===== config.mk =====
export PLATFORM = sky130hd
export DESIGN_NAME = rsvg_fifo
export DESIGN_NICKNAME = d
export VERILOG_FILES = /design/src/hdl/rsvg_pkg.sv /design/src/hdl/rsvg_fifo.sv
export SDC_FILE = /design/constraint.sdc
export NUM_CORES = 1
export LEC_CHECK = 0
export ABC_AREA = 0
export BUFFER_PORTS_ARGS = -buffer_cell sky130_fd_sc_hd__buf_2
export CORE_MARGIN = 2
export CORE_UTILIZATION = 40
export CTS_CLUSTER_DIAMETER = 100
export DETAILED_ROUTE_END_ITERATION = 16
export HOLD_SLACK_MARGIN = 0.02
export PLACE_DENSITY = 0.64
export SYNTH_ARGS = -nofsm -noshare
export SYNTH_HDL_FRONTEND = slang
export SYNTH_SLANG_ARGS = --single-unit
export TNS_END_PERCENT = 100

===== constraint.sdc =====
create_clock -name clk_i -period 43.5 [get_ports clk_i]
set_clock_uncertainty 0.15 [all_clocks]
set_input_delay 2.175 -clock clk_i [delete_from_list [all_inputs] [get_ports clk_i]]
set_output_delay 2.175 -clock clk_i [all_outputs]
set_load 0.03 [all_outputs]

===== src/hdl/rsvg_pkg.sv =====
package rsvg_pkg;

  localparam int CoordBits  = 32;
  localparam int TanBits    = CoordBits + 1;
  localparam int WidthBits  = CoordBits - 1;
  localparam int ColourBits = 32;
  localparam int AddrBits   = 4;

  // register indexes (word address bits [3:2])
  localparam logic [1:0] RegEyeX = 2'd0;
  localparam logic [1:0] RegEyeY = 2'd1;
  localparam logic [1:0] RegEyeZ = 2'd2;

  // one element's work for the back end
  typedef struct packed {
    logic signed [CoordBits-1:0] px;
    logic signed [CoordBits-1:0] py;
    logic signed [CoordBits-1:0] pz;
    logic signed [TanBits-1:0]   tx;
    logic signed [TanBits-1:0]   ty;
    logic signed [TanBits-1:0]   tz;
    logic [WidthBits-1:0]        width;
    logic [CoordBits-1:0]        u;
    logic [ColourBits-1:0]       colour;
    logic                        last;
  } job_t;

endpackage


===== src/hdl/rsvg_fifo.sv =====
module rsvg_fifo #(
  parameter int Depth = 2
) (
  input  logic           clk_i,
  input  logic           rst_ni,
  input  logic           push_i,
  input  rsvg_pkg::job_t data_i,
  output logic           full_o,
  input  logic           pop_i,
  output rsvg_pkg::job_t data_o,
  output logic           empty_o
);

  localparam int PtrBits = (Depth > 1) ? $clog2(Depth) : 1;
  localparam int CntBits = $clog2(Depth + 1);

  rsvg_pkg::job_t     mem_q [Depth];
  logic [PtrBits-1:0] wr_q, rd_q;
  logic [CntBits-1:0] cnt_q;

  assign full_o  = (cnt_q == CntBits'(Depth));
  assign empty_o = (cnt_q == '0);
  assign data_o  = mem_q[rd_q];

  // advance pointers and fill count
  always_ff @(posedge clk_i or negedge rst_ni) begin
    if (!rst_ni) begin
      wr_q  <= '0;
      rd_q  <= '0;
      cnt_q <= '0;
    end else begin
      if (push_i) begin
        wr_q <= (wr_q == PtrBits'(Depth - 1)) ? '0 : wr_q + 1'b1;
      end
      if (pop_i) begin
        rd_q <= (rd_q == PtrBits'(Depth - 1)) ? '0 : rd_q + 1'b1;
      end
      if (push_i && !pop_i) begin
        cnt_q <= cnt_q + 1'b1;
      end else if (pop_i && !push_i) begin
        cnt_q <= cnt_q - 1'b1;
      end
    end
  end

  always_ff @(posedge clk_i) begin
    if (push_i) begin
      mem_q[wr_q] <= data_i;
    end
  end

  a_no_overflow: assert property (@(posedge clk_i) disable iff (!rst_ni)
    push_i |-> !full_o) else $error("queue push while full");
  a_no_underflow: assert property (@(posedge clk_i) disable iff (!rst_ni)
    pop_i |-> !empty_o) else $error("queue pop while empty");

endmodule


==> results.md <==
* Synth cell types at 12
* Drc violations at 0
* Clock Tree Buf Depth at 3
* Compound-Gate Fraction of Synth Area at 0%
* Avg Vias per Cell at 4.770
* Synth Area in Simple Gates at 0.1234%
* Setup violators final at 0
* Share of cells above drive strength 1 at 61.08%
* CTS tree: built
* Final Max Tran Viols at 0
* Seq/Total Area, Yosys at 82.54%
* Initial detailed-routing violation count at 599
* CTS clk-pin slew, worst paths at 0.06 ns
* RSZ-0062 raised after global routing: false
* Syn_nets at 1217
* Die width at 234.7 um
* CTS resizes at 0
* Tmin final at 5.615 ns
* RePlAce Congestion at 0.7710
* Final hold viol count at 0
* # H-tree levels at 2
* Root Driver: clkbuf_16
* Adder-Cell Fraction of Synth Area at 0.05876%
* DR vias at 10.93k
* HP Class: reg2reg
* Post-route ant nets at 0
* Max-cap viol count at 0
* Number of buffers created by CTS at 58
* CP required at 41.17 ns
* Routed WL per cell at 20.11 um
* WL final at 46.08 mm
* Global-route wire length before repair at 67.45 mm
* Setup TNS at 0 ns
* Static leakage at 10.02 nW
* Slew headroom at 25.93%
* Total GRT Usage at 16.06%
* Largest net degree at the start of global routing at 169
* CP Max Fanout at 73
* # IOs at 588
* Worst-Margin Slew at 1.111 ns
* Place WS at 38.01 ns
* Worst IR drop on VDD at 0.00007168 V
* Arr. time, crit path at 3.29 ns
* Vias in the first global route at 11.32k
* Kind of critical path: reg2out
* Synth area leaders: edfxtp_1, mux2_2, buf_6, dfrtp_1, xor2_1
* P&R area growth vs syn at 25.94%
* Initial antenna violation count at 19
* Die ar. at 55100 um^2
* Power Density at 72.51 nW/um^2
* IO buf count at 587
* Setup crit end kind: output pin
* DR pass1 iterations at 6
* Outcome: finished clean
* Share of the synthesized area in the top cell type at 82.07%
* Worst setup SP type: register
* Clock sink total at 586
* Synth Area in XOR/XNOR at 0.2057%
* Synth area leader: edfxtp_1
* Die H at 234.7 um
* Core ar. at 52550 um^2
* Setup WS post-layout at 37.88 ns
* Post-CTS setup buffers at 0
* Grt ovf at 0
* Rows at 84
* Post-synthesis mux area share at 15.39%
* Hold-fix buffers, CTS at 0
* Warnings from Yosys at 0
* Fmax achieved at 0.1781 GHz
* Main combinational cell family by area after synthesis: multiplexers
* Overall Power at 1.945 mW
* Post-synthesis register bit count at 586
* Final period util at 12.91%
* Synthesized cell area at 21290 um^2
* Placed wire-length estimate at 30.95 mm
* Worst-skew pair later-pin latency at 0.59 ns
* # nets final at 1841
* Synth Instances at 921
* Initial core utilization at 40.52%
* Mean Syn Cell Area at 23.12 um^2
-- per-layer routing --
metal / part of all wire [%] / global-route usage [%] / vias up
met5: 0.24 / 0 / -
li1: - / - / 4973
met4: 3.6 / 7.154 / 18
met1: 38 / 18.54 / 5372
met2: 49 / 26.59 / 451
met3: 9.2 / 6.180 / 118
-- worst max-delay path, stage by stage (launching register included) --
cell     delay, ns
dfrtp_4       1.03
buf_4         0.85
mux2_2        0.43
buf_2         0.19
-- report_power, final --
part,total (mW),internal [mW],switching [mW]
registers,0.784,0.750,0.0336
logic,0.656,0.216,0.441
clock network,0.505,0.301,0.204
-- logic make-up (layout without fill, tap and decap cells) --
logic type	after synthesis	count (layout)
buffers and inverters	33	705
multiplexers	291	291
flip-flops	586	586
AND/OR/NAND/NOR	5	5
adder cells (fa/ha/maj)	1	1
XOR/XNOR	5	5
other	0	11
-- layout by cell type (no fill, tap or decap), drive strengths merged, types with 2 or more instances in the layout --
cell type and instances:
xor2 4, inv 2, edfxtp 582, diode 11
dfrtp 4, mux2 291, clkbuf 69, buf 596
nor2b 2, clkinv 29, bufinv 8, nor2 2
-- synthesized netlist by cell type (all sizes together) --
library cell / instances
nor2b: 2
xor2: 4
nor2: 2
mux2: 291
dfrtp: 4
ha: 1
edfxtp: 582
xnor2: 1
inv: 1
and2: 1
buf: 32
-- layout make-up --
type | count | area [um^2]
fill | 4336 | 25730
sequential | 586 | 17580
multi-input combinational | 302 | 3369
timing repair buffer | 596 | 3030
clock buffer | 69 | 1556
tap | 688 | 860.8
clock inverter | 39 | 387.9
antenna | 11 | 27.53
inverter | 1 | 3.754
-- flip-flops by register name (all words and copies together), names as in the netlist --
signal	count
cnt_q	2
mem_q	582
rd_q	1
wr_q	1
-- path summary, 6_finish.rpt --
path	from	end	slack, ns	cells after the start
max	rd_q$_DFFE_PN0P_	data_o[32]	37.88	3
min	cnt_q[1]$_DFFE_PN0P_	cnt_q[1]$_DFFE_PN0P_	0.36	1
max reg2reg	wr_q$_DFFE_PN0P_	mem_q[0][98]$_DFFE_PP_	39.85	4
min reg2reg	cnt_q[1]$_DFFE_PN0P_	cnt_q[1]$_DFFE_PN0P_	0.36	1
max in group asynchronous	rst_ni	rd_q$_DFFE_PN0P_	41.83	1
min in group asynchronous	rst_ni	rd_q$_DFFE_PN0P_	1.23	1
-- stage by stage --
step | area (um^2) | std cells | util, % | hold slack, ns
6_report | 26820 | 2292 | 51.03 | 0.3624
5_1_grt | 26810 | 2290 | 51.02 | 0.3922
4_1_cts | 26790 | 2281 | 50.98 | 0.3637
3_5_place_dp | 24850 | 2173 | 47.28 | 0.3507
3_3_place_gp | 24850 | 2173 | 47.28 | 0.3260
2_1_floorplan | 21290 | 921 | - | 0.3055
No activity file was read; power rests on OpenSTA's default activity.
