<file path="src/hdl/rsvg_pkg.sv">
package rsvg_pkg;

  localparam int CoordBits  = 32;
  localparam int TanBits    = CoordBits + 1;
  localparam int WidthBits  = CoordBits - 1;
  localparam int ColourBits = 32;
  localparam int AddrBits   = 4;

  // register indexes (word address bits [3:2])
  localparam logic [1:0] RegEyeX = 2'd0;
  localparam logic [1:0] RegEyeY = 2'd1;
  localparam logic [1:0] RegEyeZ = 2'd2;

  // one element's work for the back end
  typedef struct packed {
    logic signed [CoordBits-1:0] px;
    logic signed [CoordBits-1:0] py;
    logic signed [CoordBits-1:0] pz;
    logic signed [TanBits-1:0]   tx;
    logic signed [TanBits-1:0]   ty;
    logic signed [TanBits-1:0]   tz;
    logic [WidthBits-1:0]        width;
    logic [CoordBits-1:0]        u;
    logic [ColourBits-1:0]       colour;
    logic                        last;
  } job_t;

endpackage

</file>
<file path="src/hdl/rsvg_front.sv">
module rsvg_front (
  input  logic                               clk_i,
  input  logic                               rst_ni,
  input  logic                               in_valid_i,
  output logic                               in_stall_o,
  input  logic signed [rsvg_pkg::CoordBits-1:0] pos_x_i,
  input  logic signed [rsvg_pkg::CoordBits-1:0] pos_y_i,
  input  logic signed [rsvg_pkg::CoordBits-1:0] pos_z_i,
  input  logic [rsvg_pkg::WidthBits-1:0]     half_width_i,
  input  logic signed [rsvg_pkg::CoordBits-1:0] tex_u_i,
  input  logic [rsvg_pkg::ColourBits-1:0]    colour_i,
  input  logic                               first_element_i,
  input  logic                               last_element_i,
  output logic                               push_o,
  output rsvg_pkg::job_t                     job_o,
  input  logic                               full_i
);

  logic signed [rsvg_pkg::CoordBits-1:0] prev_x_q, prev_y_q, prev_z_q;
  logic signed [rsvg_pkg::CoordBits-1:0] cur_x_q, cur_y_q, cur_z_q;
  logic [rsvg_pkg::WidthBits-1:0]        cur_width_q;
  logic [rsvg_pkg::CoordBits-1:0]        cur_u_q;
  logic [rsvg_pkg::ColourBits-1:0]       cur_colour_q;
  logic [1:0]                            seen_q;
  logic                                  pend_q;
  logic                                  accept;
  logic                                  open_chain;
  logic signed [rsvg_pkg::CoordBits-1:0] base_x, base_y, base_z;

  function automatic logic signed [rsvg_pkg::TanBits-1:0] diff(
      logic signed [rsvg_pkg::CoordBits-1:0] a, logic signed [rsvg_pkg::CoordBits-1:0] b);
    diff = {a[rsvg_pkg::CoordBits-1], a} - {b[rsvg_pkg::CoordBits-1], b};
  endfunction

  assign in_stall_o = pend_q || full_i;
  assign accept     = in_valid_i && !in_stall_o;
  assign open_chain = first_element_i || (seen_q == 2'd0);

  // one-sided difference for a chain's first element (as the second arrives), central after that
  assign base_x = (seen_q == 2'd1) ? cur_x_q : prev_x_q;
  assign base_y = (seen_q == 2'd1) ? cur_y_q : prev_y_q;
  assign base_z = (seen_q == 2'd1) ? cur_z_q : prev_z_q;

  // build the job for the queue
  always_comb begin
    push_o        = 1'b0;
    job_o.px      = cur_x_q;
    job_o.py      = cur_y_q;
    job_o.pz      = cur_z_q;
    job_o.width   = cur_width_q;
    job_o.u       = cur_u_q;
    job_o.colour  = cur_colour_q;
    job_o.last    = pend_q;
    job_o.tx      = diff(pos_x_i, base_x);
    job_o.ty      = diff(pos_y_i, base_y);
    job_o.tz      = diff(pos_z_i, base_z);
    if (pend_q) begin
      push_o   = !full_i;
      job_o.tx = diff(cur_x_q, prev_x_q);
      job_o.ty = diff(cur_y_q, prev_y_q);
      job_o.tz = diff(cur_z_q, prev_z_q);
    end else if (accept && !open_chain) begin
      push_o = 1'b1;
    end
  end

  // advance the element window
  always_ff @(posedge clk_i or negedge rst_ni) begin
    if (!rst_ni) begin
      seen_q <= 2'd0;
      pend_q <= 1'b0;
    end else begin
      if (pend_q && !full_i) begin
        pend_q <= 1'b0;
      end
      if (accept) begin
        if (open_chain) begin
          seen_q <= last_element_i ? 2'd0 : 2'd1;
        end else begin
          seen_q <= last_element_i ? 2'd0 : 2'd2;
          pend_q <= last_element_i;
        end
      end
    end
  end

  // hold element payload
  always_ff @(posedge clk_i) begin
    if (accept) begin
      if (!open_chain) begin
        prev_x_q <= cur_x_q;
        prev_y_q <= cur_y_q;
        prev_z_q <= cur_z_q;
      end
      cur_x_q      <= pos_x_i;
      cur_y_q      <= pos_y_i;
      cur_z_q      <= pos_z_i;
      cur_width_q  <= half_width_i;
      cur_u_q      <= tex_u_i;
      cur_colour_q <= colour_i;
    end
  end

endmodule

</file>
<file path="config.mk">
export PLATFORM = sky130hd
export DESIGN_NAME = rsvg_front
export DESIGN_NICKNAME = d
export VERILOG_FILES = /design/src/hdl/rsvg_pkg.sv /design/src/hdl/rsvg_front.sv
export SDC_FILE = /design/constraint.sdc
export NUM_CORES = 1
export LEC_CHECK = 0
export ABC_AREA = 1
export BUFFER_PORTS_ARGS = -buffer_cell sky130_fd_sc_hd__buf_2
export CAP_MARGIN = 20
export CORE_MARGIN = 2
export CORE_UTILIZATION = 40
export CTS_CLUSTER_SIZE = 30
export DETAILED_ROUTE_END_ITERATION = 16
export GPL_TIMING_DRIVEN = 1
export PLACE_DENSITY = 0.59
export SLEW_MARGIN = 20
export SYNTH_ARGS = -nofsm -noshare
export SYNTH_HDL_FRONTEND = slang
export SYNTH_SLANG_ARGS = --single-unit
</file>
<file path="constraint.sdc">
create_clock -name clk_i -period 21.8 [get_ports clk_i]
set_input_delay 4.36 -clock clk_i [delete_from_list [all_inputs] [get_ports clk_i]]
set_output_delay 4.36 -clock clk_i [all_outputs]
set_load 0.05 [all_outputs]
</file>
==> results of run 1 <==
==> stage by stage <==
stage	utilization [%]	total power [mW]	instance area (um2)	std cells
finish	47.41	2.515	30400	5371
global route	47.41	2.666	30400	5371
CTS	47.40	2.533	30390	5370
detailed placement	45.57	1.908	29220	5304
global placement	45.57	1.904	29220	5304
floorplan	-	1.573	25800	3995
==> worst paths after layout <==
check                      cells past startpoint  slack (ns)                endpoint                  from
min reg2reg                                    0        0.51   prev_y_q[2]$_DFFE_PP_  cur_y_q[2]$_DFFE_PP_
max in group asynchronous                      1       18.10        pend_q$_DFF_PN0_                rst_ni
max reg2reg                                    5       18.14  prev_z_q[22]$_DFFE_PP_      pend_q$_DFF_PN0_
min                                            0        0.51   prev_y_q[2]$_DFFE_PP_  cur_y_q[2]$_DFFE_PP_
min in group asynchronous                      1        3.58        pend_q$_DFF_PN0_                rst_ni
max                                           15       10.74              job_o[112]            pos_z_i[0]
==> layer usage <==
| metal | up-vias | GRT usage (%) |
|---|---|---|
| met3 | 96 | 3.435 |
| met5 | - | 0 |
| met1 | 11610 | 34.20 |
| met2 | 752 | 45.53 |
| met4 | 0 | 6.310 |
| li1 | 13360 | - |
==> cell type report <==
class                      instances  area share [%]
inverter                         847           10.49
antenna                            1        0.008233
multi-input combinational       2815           45.26
sequential                       290           28.61
clock inverter                    21          0.7204
clock buffer                      45           3.145
timing repair buffer             497           8.249
tap                              855           3.520
==> layout by cell type (no fill, tap or decap), types with 10 or more instances in the layout <==
master / Yosys / routed
a21oi_1: 164 / 164
and2_1: 13 / 13
buf_2: 15 / 489
clkbuf_16: 0 / 37
edfxtp_1: 287 / 287
ha_1: 192 / 192
inv_1: 845 / 843
nand2_1: 1578 / 1577
nand2_2: 74 / 74
nand3_1: 210 / 210
nand3b_1: 25 / 25
nand4_1: 16 / 16
nor2_1: 253 / 252
nor2_2: 14 / 14
nor3_1: 10 / 10
o21ai_0: 189 / 189
o21bai_1: 12 / 12
xor2_1: 18 / 18
==> registers in the layout, indices dropped and copies added, names as in the netlist <==
register and flops:
cur_width_q 31, prev_z_q 32, prev_x_q 32, cur_z_q 32, prev_y_q 32, cur_x_q 32
cur_y_q 32, seen_q 2, pend_q 1, cur_u_q 32, cur_colour_q 32
==> critical path, stage by stage <==
cell     delay, ns
buf_2         0.13
inv_1         0.06
ha_1          0.14
inv_1         0.07
fa_1          0.47
nand3_1       0.13
nand3_2       0.10
nand2_1       0.08
nand2_1       0.09
nand2_1       0.09
nand2_2       0.12
nand2_1       0.09
nand2_1       0.05
o22ai_1       0.37
buf_2         0.34
==> where the power goes <==
part / leakage [nW] / total, mW / internal [mW] / switching (mW)
combinational: 14.0 / 1.24 / 0.311 / 0.929
sequential: 2.69 / 0.664 / 0.645 / 0.0188
clock: 0.551 / 0.611 / 0.351 / 0.260
total: 17.2 / 2.52 / 1.31 / 1.21
==> logic make-up after synthesis <==
group,count (synthesis),synth area share (%)
AND/OR/NAND/NOR,2217,35.17
buffers and inverters,890,13.06
AO/OA/AOI/OAI,378,7.540
flip-flops,290,33.69
adder cells (fa/ha/maj),198,9.775
XOR/XNOR,19,0.6449
multiplexers,3,0.1164
==> flow_metrics.env, run 1 <==
export IMPL_status="finished, final reports clean"
export IMPL_grt_pass1_vias=24180
export IMPL_dieArea_um2=66560
export IMPL_regArea_um2=8697
export IMPL_cts_setup_buffers=0
export IMPL_viasPerCell=4.807
export IMPL_rsz0062_at_grt="no"
export IMPL_drt_met1_wl_um=39220
export IMPL_critPathArrivalTime_ns=6.70
export IMPL_hpwlAfterDp_um=72940
export IMPL_grt_pass1_wl_um=135200
export IMPL_fillers=6781
export IMPL_async_flop_share_pct=1.034
export IMPL_powerDensity_nw_per_um2=82.75
export IMPL_fin_hold_ws_ns=0.5094
export IMPL_synth_cell_types=37
export IMPL_cts_root_buf="clkbuf_16"
export IMPL_drtIter0Drc=1898
export IMPL_mappedNetlistNets=4390
export IMPL_final_antenna_net_count=0
export IMPL_synth_most_common_cell="nand2_1"
export IMPL_drive_gt1_share_pct=14.57
export IMPL_h_tree_depth=2
export IMPL_max_slew_margin_rel_pct=39.70
export IMPL_worstHoldPathType="flip-flop to flip-flop"
export IMPL_antenna_found_initial=2
export IMPL_tightest_slew_ns=0.9045
export IMPL_hold_viol_final=0
export IMPL_synthTopCellsByArea="edfxtp_1 33%, nand2_1 23%, inv_1 12%"
export IMPL_syn_area_um2=25800
export IMPL_cts_tree="built"
export IMPL_final_nets=4883
export IMPL_via_count=25820
export IMPL_synth_area_per_cell_um2=6.459
export IMPL_crit_path_end_kind="output port"
export IMPL_clk_latency_ns=0.58
export IMPL_met3WireLength_um=5288
export IMPL_drv_cap=0
export IMPL_syn_to_final_growth_pct=17.79
export IMPL_maxUsedRoutingLayer="met4"
export IMPL_finalSetupViolCount=0
export IMPL_fmax_mhz=90.43
export IMPL_synth_top_cell_by_area="edfxtp_1"
export IMPL_cts_resized=0
export IMPL_place_gp_congestion=0.9779
export IMPL_timing_final_ws_setup_ns=10.74
export IMPL_rows=93
export IMPL_synth_top_area_share_pct=33.40
export IMPL_multi_input_area_um2=13760
export IMPL_synth_common_cells="1578 x nand2_1, 845 x inv_1, 287 x edfxtp_1"
export IMPL_critPathLaunchType="primary input"
export IMPL_io_buffers=489
export IMPL_finalWirelength_um=88960
export IMPL_grt_max_degree=77
export IMPL_drtPass1Iterations=5
export IMPL_netlist_instances=3995
export IMPL_ys_warn_count=0
export IMPL_yosysSeqAreaShare_pct=33.69
export IMPL_setup_tns_ns=0
export IMPL_wl_per_cell_um=16.56
export IMPL_cts_buffers_inserted=37
export IMPL_met2WireLength_um=42560
export IMPL_overflow=0
export IMPL_synth_edf_count=287
export IMPL_synth_seq_cells=290
export IMPL_finClkSkew_ns=0.02360
export IMPL_p_leak_nw=17.21
export IMPL_floorplan_initialDensity_pct=40.25
export IMPL_worstPathMaxFanout=4
export IMPL_drc=0
export IMPL_gr_usage_all_layers_pct=26.11
export IMPL_die_w_um=258.0
export IMPL_finalCritPeriodShare_pct=50.73
export IMPL_die_y_um=258.0
export IMPL_io_pins=490
export IMPL_crit_type="primary input to output port"
export IMPL_ir_worst_vdd_uv=82.48
export IMPL_pre_cts_slack_ns=10.77
export IMPL_core_area_um2=64120
export IMPL_clock_sinks=290
export IMPL_clk_path_buf_depth=3
export IMPL_period_minus_slack_ns=11.06
export IMPL_maxSlewViolCount=0
export IMPL_synth_main_ff_cell="edfxtp_1"
export IMPL_clk_pin_slew_ns=0.06
export IMPL_ctsHoldBuffers=0
export IMPL_required_ns=17.44
Note: power is estimated with default switching activity, not from simulation.
==> inputs of run 2 (changes only) <==
Clock period 21.8 ns to 10.9 ns, I/O delays scaled along.
==> run 2 against run 1 <==
Against the previous run: sequential share of layout area decreased by 0.18 points; die area stayed put; critical path type unchanged; register-to-register slack worse by 11 ns; utilization increased by 0.30 points; via count about the same; combinational power is 100% higher; non-clock buffer count did not move.
==> flow_metrics.env, run 2 (same netlist as run 1, synthesis figures left out) <==
export IMPL_worstPathMaxFanout=4
export IMPL_grt_max_degree=72
export IMPL_final_cell_mix="1577 x nand2_1, 843 x inv_1, 489 x buf_2, 287 x edfxtp_1, 252 x nor2_1"
export IMPL_required_ns=8.72
export IMPL_crit_type="primary input to output port"
export IMPL_finalCritPeriodShare_pct=61.39
export IMPL_maxSlewViolCount=0
export IMPL_grt_pass1_vias=24310
export IMPL_worstHoldPathType="flip-flop to flip-flop"
export IMPL_post_route_util_pct=47.71
export IMPL_cts_resized=0
export IMPL_final_antenna_net_count=0
export IMPL_drc=0
export IMPL_powerDensity_nw_per_um2=170.1
export IMPL_finalWirelength_um=89280
export IMPL_clk_path_buf_depth=3
export IMPL_cts_buffers_inserted=39
export IMPL_finalSetupViolCount=0
export IMPL_core_area_um2=64120
export IMPL_io_buffers=489
export IMPL_max_slew_margin_rel_pct=36.96
export IMPL_grt_pass1_wl_um=135300
export IMPL_place_gp_congestion=0.9846
export IMPL_hpwlAfterDp_um=73040
export IMPL_syn_to_final_growth_pct=18.54
export IMPL_io_pins=490
export IMPL_critPathArrivalTime_ns=4.51
export IMPL_cts_root_buf="clkbuf_16"
export IMPL_fmax_mhz=149.4
export IMPL_r2r_cells=5
export IMPL_period_minus_slack_ns=6.692
export IMPL_overflow=0
export IMPL_via_count=25830
export IMPL_clock_sinks=290
export IMPL_ctsHoldBuffers=0
export IMPL_drtIter0Drc=1913
export IMPL_cts_tree="built"
export IMPL_cts_setup_buffers=0
export IMPL_hold_viol_final=0
export IMPL_wl_per_cell_um=16.61
export IMPL_setup_tns_ns=0
export IMPL_floorplan_initialDensity_pct=40.25
export IMPL_rows=93
export IMPL_clk_latency_ns=0.57
export IMPL_tightest_slew_ns=0.9456
export IMPL_die_w_um=258.0
export IMPL_die_y_um=258.0
export IMPL_critPathLaunchType="primary input"
export IMPL_rsz0062_at_grt="no"
export IMPL_clk_pin_slew_ns=0.06
export IMPL_final_common_cell="nand2_1"
export IMPL_drive_gt1_share_pct=14.67
export IMPL_viasPerCell=4.805
export IMPL_finClkSkew_ns=0.01196
export IMPL_p_leak_nw=17.31
export IMPL_stdcell_area_um2=30590
export IMPL_ir_worst_vdd_uv=177.1
export IMPL_placed_cell_area_um2=29220
export IMPL_gr_usage_all_layers_pct=26.11
export IMPL_dieArea_um2=66560
export IMPL_dp_cells=5304
export IMPL_antenna_found_initial=3
export IMPL_h_tree_depth=2
export IMPL_status="finished, final reports clean"
export IMPL_crit_path_end_kind="output port"
export IMPL_final_nets=4885
export IMPL_whs_path_depth=0
export IMPL_stdcell_count=5376
export IMPL_fin_hold_ws_ns=0.4951
export IMPL_drv_cap=0
export IMPL_drtPass1Iterations=5
## run 2: area by class of cell
| cell class | instances | area [um2] |
|---|---|---|
| clock buffers | 46 | 1023 |
| diodes | 2 | 5.005 |
| clock inverters | 24 | 342.8 |
| flip-flops and latches | 290 | 8697 |
| multi-input cells | 2815 | 13760 |
| well taps | 855 | 1070 |
| repair buffers | 497 | 2507 |
| inverters | 847 | 3188 |
| fillers | 6823 | 33530 |
## run 2: path summary, 6_finish.rpt
path / slack (ns) / from / to
min reg2reg: 0.50 / cur_y_q[0]$_DFFE_PP_ / prev_y_q[0]$_DFFE_PP_
max in group asynchronous: 9.38 / rst_ni / pend_q$_DFF_PN0_
max: 4.21 / pos_z_i[0] / job_o[112]
min in group asynchronous: 1.40 / rst_ni / seen_q[0]$_DFFE_PN0P_
min: 0.50 / cur_y_q[0]$_DFFE_PP_ / prev_y_q[0]$_DFFE_PP_
max reg2reg: 7.17 / pend_q$_DFF_PN0_ / prev_z_q[23]$_DFFE_PP_
## run 2: metal layers
metal | track usage (%) | part of all wire (%) | up-vias
li1 | - | - | 13400
met1 | 33.92 | 44 | 11600
met2 | 45.54 | 48 | 722
met3 | 3.465 | 5.6 | 109
met4 | 7.001 | 2.3 | 0
met5 | 0 | 0 | -
## run 2: power by group
part / switching [mW] / total [mW] / leakage, nW / internal (mW)
Sequential: 0.0392 / 1.33 / 2.69 / 1.29
Clock: 0.531 / 1.39 / 0.655 / 0.863
Combinational: 1.86 / 2.48 / 14.0 / 0.623
## run 2: critical path: stages
cell and delay, ns:
buf_2 0.13, inv_1 0.06, ha_1 0.13, inv_1 0.07, fa_1 0.48, nand3_1 0.14, nand3_2 0.10, nand2_1 0.08
nand2_1 0.09, nand2_1 0.09, nand2_2 0.11, nand2_1 0.09, nand2_1 0.05, o22ai_1 0.37, buf_2 0.34
## run 2: through the flow
step | setup WS (ns) | power, mW
6_report | 4.208 | 5.203
5_1_grt | 3.911 | 5.501
4_1_cts | 4.224 | 5.234
3_5_place_dp | 4.228 | 3.816
3_3_place_gp | 4.252 | 3.810
2_1_floorplan | 1.308 | 3.145
